**config.mk**
```make
export PLATFORM = sky130hd
export DESIGN_NAME = hgff_cfg
export DESIGN_NICKNAME = d
export VERILOG_FILES = /design/src/design/hgff_pkg.sv /design/src/design/hgff_cfg.sv
export SDC_FILE = /design/constraint.sdc
export NUM_CORES = 1
export LEC_CHECK = 0
export BUFFER_PORTS_ARGS = -buffer_cell sky130_fd_sc_hd__buf_2
export CELL_PAD_IN_SITES_DETAIL_PLACEMENT = 2
export CELL_PAD_IN_SITES_GLOBAL_PLACEMENT = 2
export CORE_MARGIN = 1.5
export CORE_UTILIZATION = 19
export DETAILED_ROUTE_END_ITERATION = 10
export PLACE_DENSITY_LB_ADDON = 0.3
export SLEW_MARGIN = 25
export SYNTH_ARGS = -nofsm -noshare
export SYNTH_HDL_FRONTEND = slang
export SYNTH_SLANG_ARGS = --single-unit
```
**constraint.sdc**
```tcl
create_clock -name clk -period 1.1 [get_ports clk]
set_input_delay 0.165 -clock clk [delete_from_list [all_inputs] [get_ports clk]]
set_output_delay 0.165 -clock clk [all_outputs]
set_load 0.03 [all_outputs]
```
**src/design/hgff_pkg.sv**
```systemverilog
// Shared types, constants and helper functions of the hex grid flood fill block
package hgff_pkg;

  localparam int COL_BITS   = 6;
  localparam int ROW_BITS   = 6;
  localparam int CELL_BITS  = COL_BITS + ROW_BITS;
  localparam int LABEL_BITS = 8;
  localparam int CNT_BITS   = CELL_BITS + 1;
  localparam int DIM_BITS   = 7;
  localparam int EPOCH_BITS = 4;
  localparam int LAYER_BITS = 12;
  localparam int MAX_COLUMNS = 1 << COL_BITS;
  localparam int MAX_ROWS    = 1 << ROW_BITS;

  localparam logic [EPOCH_BITS-1:0] EPOCH_LAST = '1;
  localparam logic [DIM_BITS-1:0]   DIM_RESET  = DIM_BITS'(16);

  typedef enum logic [1:0] {
    CMD_WRITE = 2'd0,
    CMD_FILL  = 2'd1,
    CMD_READ  = 2'd2,
    CMD_NOP   = 2'd3
  } cmd_t;

  typedef enum logic [0:0] {
    REG_GRID_WIDTH  = 1'b0,
    REG_GRID_HEIGHT = 1'b1
  } reg_idx_t;

  typedef enum logic [3:0] {
    ST_CLEAR,
    ST_IDLE,
    ST_READ,
    ST_START,
    ST_REF,
    ST_POP,
    ST_LOAD,
    ST_NBR,
    ST_DRAIN
  } state_t;

  typedef struct packed {
    logic [DIM_BITS-1:0] gw;
    logic [DIM_BITS-1:0] gh;
  } dims_t;

  function automatic logic [DIM_BITS-1:0] clamp_dim(input logic [DIM_BITS-1:0] v,
                                                    input logic [DIM_BITS-1:0] mx);
    logic [DIM_BITS-1:0] r;
    if (v == '0) r = DIM_BITS'(1);
    else if (v > mx) r = mx;
    else r = v;
    return r;
  endfunction

  // column step for neighbour d, same for both column parities
  function automatic logic signed [1:0] nb_dx(input logic [2:0] d);
    logic signed [1:0] r;
    case (d)
      3'd1, 3'd2: r = -2'sd1;
      3'd4, 3'd5: r = 2'sd1;
      default:    r = 2'sd0;
    endcase
    return r;
  endfunction

  function automatic logic signed [1:0] nb_dy(input logic par, input logic [2:0] d);
    logic signed [1:0] r;
    if (!par) begin
      case (d)
        3'd0, 3'd1, 3'd5: r = -2'sd1;
        3'd3:             r = 2'sd1;
        default:          r = 2'sd0;
      endcase
    end else begin
      case (d)
        3'd0:             r = -2'sd1;
        3'd2, 3'd3, 3'd4: r = 2'sd1;
        default:          r = 2'sd0;
      endcase
    end
    return r;
  endfunction

endpackage

```
**src/design/hgff_cfg.sv**
```systemverilog
// APB-style configuration registers for grid width and height
module hgff_cfg import hgff_pkg::*; (
  input  logic        clk,
  input  logic        rst_n,
  input  logic        psel,
  input  logic        penable,
  input  logic        pwrite,
  input  logic [2:0]  paddr,
  input  logic [31:0] pwdata,
  output logic [31:0] prdata,
  output logic        pready,
  output dims_t       dims
);

  logic [DIM_BITS-1:0] gw_r, gh_r;
  logic                wr;
  reg_idx_t            idx;

  assign pready = 1'b1;
  assign wr     = psel && penable && pwrite;
  assign idx    = reg_idx_t'(paddr[2]);

  always_ff @(posedge clk) begin
    if (!rst_n) begin
      gw_r <= DIM_RESET;
      gh_r <= DIM_RESET;
    end else if (wr) begin
      case (idx)
        REG_GRID_WIDTH:  gw_r <= pwdata[DIM_BITS-1:0];
        REG_GRID_HEIGHT: gh_r <= pwdata[DIM_BITS-1:0];
        default: ;
      endcase
    end
  end

  always_comb begin
    case (idx)
      REG_GRID_WIDTH:  prdata = {{(32-DIM_BITS){1'b0}}, gw_r};
      REG_GRID_HEIGHT: prdata = {{(32-DIM_BITS){1'b0}}, gh_r};
      default:         prdata = '0;
    endcase
  end

  assign dims.gw = clamp_dim(gw_r, DIM_BITS'(MAX_COLUMNS));
  assign dims.gh = clamp_dim(gh_r, DIM_BITS'(MAX_ROWS));

endmodule

```
==> insert_results.sql <==
INSERT INTO impl_metrics (metric_group, metric, value, unit) VALUES
('clock_tree', 'cts_made_buffers', '3', ''),
('detailed_routing', 'ant_nets', '0', ''),
('logic_synthesis', 'synth.ff_latch_count', '14', ''),
('power_and_ir_drop', 'cellLeakagePower', '0.743', 'nW'),
('clock_tree', 'cts_tree', 'done', ''),
('die', 'floorplan.rows', '26', ''),
('critical_path', 'reg2reg_slack', '0.31', 'ns'),
('detailed_routing', 'wl_per_cell', '13.6', 'um'),
('layout', 'antennaDiodeCount', '0', ''),
('timing', 'final_max_slew_viol_count', '0', ''),
('critical_path', 'worst-setup-path-type', 'reg2out', ''),
('logic_synthesis', 'mappedNetlistArea', '993', 'sq um'),
('logic_synthesis', 'postSynthCellCount', '110', ''),
('detailed_routing', 'vias_per_cell', '3.75', ''),
('clock_tree', 'clk_pin_slew', '0.05', 'ns'),
('critical_path', 'worst_setup_path_end_kind', 'output pin', ''),
('detailed_routing', 'drc', '0', ''),
('clock_tree', 'cts_hold_repair.buffers', '0', ''),
('critical_path', 'r2r_start', 'gh_r[6]', ''),
('run', 'max_cap_viol_count', '0', ''),
('critical_path', 'cpPeakStageDelay', '0.39', 'ns'),
('power_and_ir_drop', 'pwr_density_cell', '855', 'nW/um^2'),
('logic_synthesis', 'distinct_cell_type_count_of_the_synthesized_netlist', '14', ''),
('place', 'hpwlAfterDp', '2180', 'um'),
('layout', 'layout_area_overhead', '54.3', '%'),
('worst_hold_path', 'worst_hold_path.num_cells', '3', ''),
('global_routing', 'grt_util_all_layers', '10.6', '%'),
('global_routing', 'grt_overflow', '0', ''),
('power_and_ir_drop', 'ir_worst_vdd', '0.290', 'mV'),
('timing', 'fin_hold_ws', '0.189', 'ns'),
('layout', 'drive_gt1_share', '54.0', '%'),
('critical_path', 'startpoint_type', 'flop', ''),
('die', 'design.portCount', '87', ''),
('logic_synthesis', 'mean_area_per_synthesized_cell', '9.03', 'sq um'),
('timing', 'highest_clock_frequency_the_design_can_meet', '657', 'MHz'),
('clock_tree', 'numClockSinks', '14', ''),
('timing', 'period_minus_slack', '1.52', 'ns'),
('logic_synthesis', 'sequential_share_of_the_synthesized_area', '28.2', '%'),
('detailed_routing', 'drt_pre_antenna_iters', '4', ''),
('layout', 'total_area_of_multi_input_combinational_cells', '659', 'sq um'),
('logic_synthesis', 'ys_top_cells_by_area', 'sky130_fd_sc_hd__dfxtp_1, sky130_fd_sc_hd__buf_4, sky130_fd_sc_hd__mux2i_1', ''),
('timing', 'rsz0062_at_grt', 'true', ''),
('outcome', 'violations', 'setup timing', ''),
('place', 'routabilityCongestion', '0.745', ''),
('critical_path', 'path_max_fanout', '2', ''),
('die', 'initial_core_util', '19.6', '%'),
('global_routing', 'pin_count_of_the_biggest_net_entering_global_routing', '22', ''),
('clock_tree', 'cts_buffer_depth', '2', ''),
('global_routing', 'grt_first_pass_wirelength', '4490', 'um'),
('layout', 'num-fill-cells', '571', ''),
('critical_path', 'r2r-end', 'gh_r[6]', ''),
('global_routing', 'first_global_vias', '909', ''),
('place', 'post-place-ws', '-0.233', 'ns'),
('critical_path', 'worstPathCellList', 'or3_4 > o41ai_4 > buf_6', ''),
('clock_tree', 'clk-insertion-delay-late', '0.24', 'ns'),
('die', 'die_h', '75.3', 'um'),
('critical_path', 'r2r_cells', '3', ''),
('worst_hold_path', 'hold_crit_endpoint', 'gw_r[6]', ''),
('layout', 'layout.nets', '192', ''),
('logic_synthesis', 'synthDominantAreaCellType', 'sky130_fd_sc_hd__dfxtp_1', ''),
('clock_tree', 'cts_root_buffer', 'sky130_fd_sc_hd__clkbuf_8', ''),
('die', 'chipWidth', '75.3', 'um'),
('timing', 'timing.final.setup_violations', '19', ''),
('critical_path', 'arrival', '1.36', 'ns'),
('timing', 'report.final.hold_viol_count', '0', ''),
('outcome', 'run_status', 'finished with violations', ''),
('worst_hold_path', 'hp-class', 'in2reg', ''),
('power_and_ir_drop', 'totalPowerFinal', '0.00131', 'W'),
('timing', 'final.setup.worst_slack', '-0.422', 'ns'),
('critical_path', 'crit_family', 'simple AND/OR/NAND/NOR gates', ''),
('die', 'die_footprint', '5670', 'sq um');
-- tightest hold or removal path: cells and delay by family --
family	cells	cell delay (ns)
buffers and inverters	1	0.09
muxes	1	0.06
and+or+nand+nor	1	0.06
-- cells in the final DEF (no fill, tap or decap), types with 2 or more instances in the layout --
| cell | netlist | layout |
|---|---|---|
| sky130_fd_sc_hd__buf_2 | 0 | 12 |
| sky130_fd_sc_hd__clkbuf_8 | 0 | 3 |
| sky130_fd_sc_hd__nand2_1 | 18 | 18 |
| sky130_fd_sc_hd__mux2i_1 | 14 | 14 |
| sky130_fd_sc_hd__buf_6 | 3 | 24 |
| sky130_fd_sc_hd__nor2b_1 | 13 | 7 |
| sky130_fd_sc_hd__nand2b_1 | 2 | 2 |
| sky130_fd_sc_hd__or3_4 | 0 | 2 |
| sky130_fd_sc_hd__buf_4 | 26 | 9 |
| sky130_fd_sc_hd__mux2_4 | 0 | 7 |
| sky130_fd_sc_hd__conb_1 | 2 | 26 |
| sky130_fd_sc_hd__dfxtp_2 | 0 | 9 |
| sky130_fd_sc_hd__buf_12 | 0 | 2 |
| sky130_fd_sc_hd__o41ai_4 | 0 | 2 |
| sky130_fd_sc_hd__nor2b_4 | 0 | 6 |
| sky130_fd_sc_hd__dfxtp_4 | 0 | 4 |
-- worst max-delay path by stage --
stage,start,end,depth (start not counted)
global placement,gh_r[1],dims[0],3
CTS,gh_r[1],dims[0],3
floorplan,gw_r[1],dims[7],2
finish,gh_r[1],dims[0],3
detailed placement,gh_r[1],dims[0],3
global route,gh_r[1],dims[0],3
-- synth_stat cells --
library cell,instances
sky130_fd_sc_hd__or3_1,2
sky130_fd_sc_hd__nand2_1,18
sky130_fd_sc_hd__mux2i_1,14
sky130_fd_sc_hd__and4_1,1
sky130_fd_sc_hd__dfxtp_1,14
sky130_fd_sc_hd__nand4b_4,1
sky130_fd_sc_hd__clkbuf_1,5
sky130_fd_sc_hd__nand2b_1,2
sky130_fd_sc_hd__mux2_2,7
sky130_fd_sc_hd__conb_1,2
sky130_fd_sc_hd__buf_4,26
sky130_fd_sc_hd__nor2b_1,13
sky130_fd_sc_hd__o41ai_2,2
sky130_fd_sc_hd__buf_6,3
-- through the flow --
stage	util (%)	cell area (sq um)	TNS [ns]	std cells
global placement	24.2	1230	-0.435	215
finish	30.2	1530	-2.35	220
CTS	29.1	1480	-2.97	220
floorplan	-	1110	-0.467	134
detailed placement	24.2	1230	-0.560	215
global route	30.2	1530	-3.04	220
-- flip-flops by register name, indices dropped and copies added (netlist names) --
name  cells
gw_r      7
gh_r      7
-- layout make-up --
class	count	area share (%)
tap	70	5.71
timing repair buffer	47	28.6
sequential	14	20.0
clock buffer	3	2.69
multi-input combinational	86	43.0
-- logic make-up after synthesis --
| family | count (synthesis) | synth area share, % |
|---|---|---|
| multiplexers | 21 | 22.0 |
| buffers and inverters | 34 | 24.9 |
| AO/OA/AOI/OAI | 2 | 3.27 |
| flip-flops | 14 | 28.2 |
| other | 2 | 0.756 |
| AND/OR/NAND/NOR | 37 | 20.8 |
-- timing repair --
action                                 CTS  global route
gates resized for setup                 68            18
setup endpoints to repair               21            20
cloned                                   0             0
endpoints found under the hold margin    0             0
buffers inserted                         3             3
-- where the power goes --
| part | switching (W) | internal [W] | total, W | leakage [nW] |
|---|---|---|---|---|
| clock network | 0.000171 | 0.000242 | 0.000413 | 0.0216 |
| logic | 0.000244 | 0.000126 | 0.000370 | 0.603 |
| registers | 0.0000142 | 0.000513 | 0.000527 | 0.119 |
-- metal layers --
layer / global-route usage [%] / share of wire, % / vias up
li1: - / - / 384
met1: 11.2 / 38 / 397
met2: 20.8 / 54 / 38
met3: 1.98 / 7.1 / 5
met4: 3.57 / 1.4 / 0
met5: 0 / 0 / -
No activity file was read; power rests on OpenSTA's default activity.
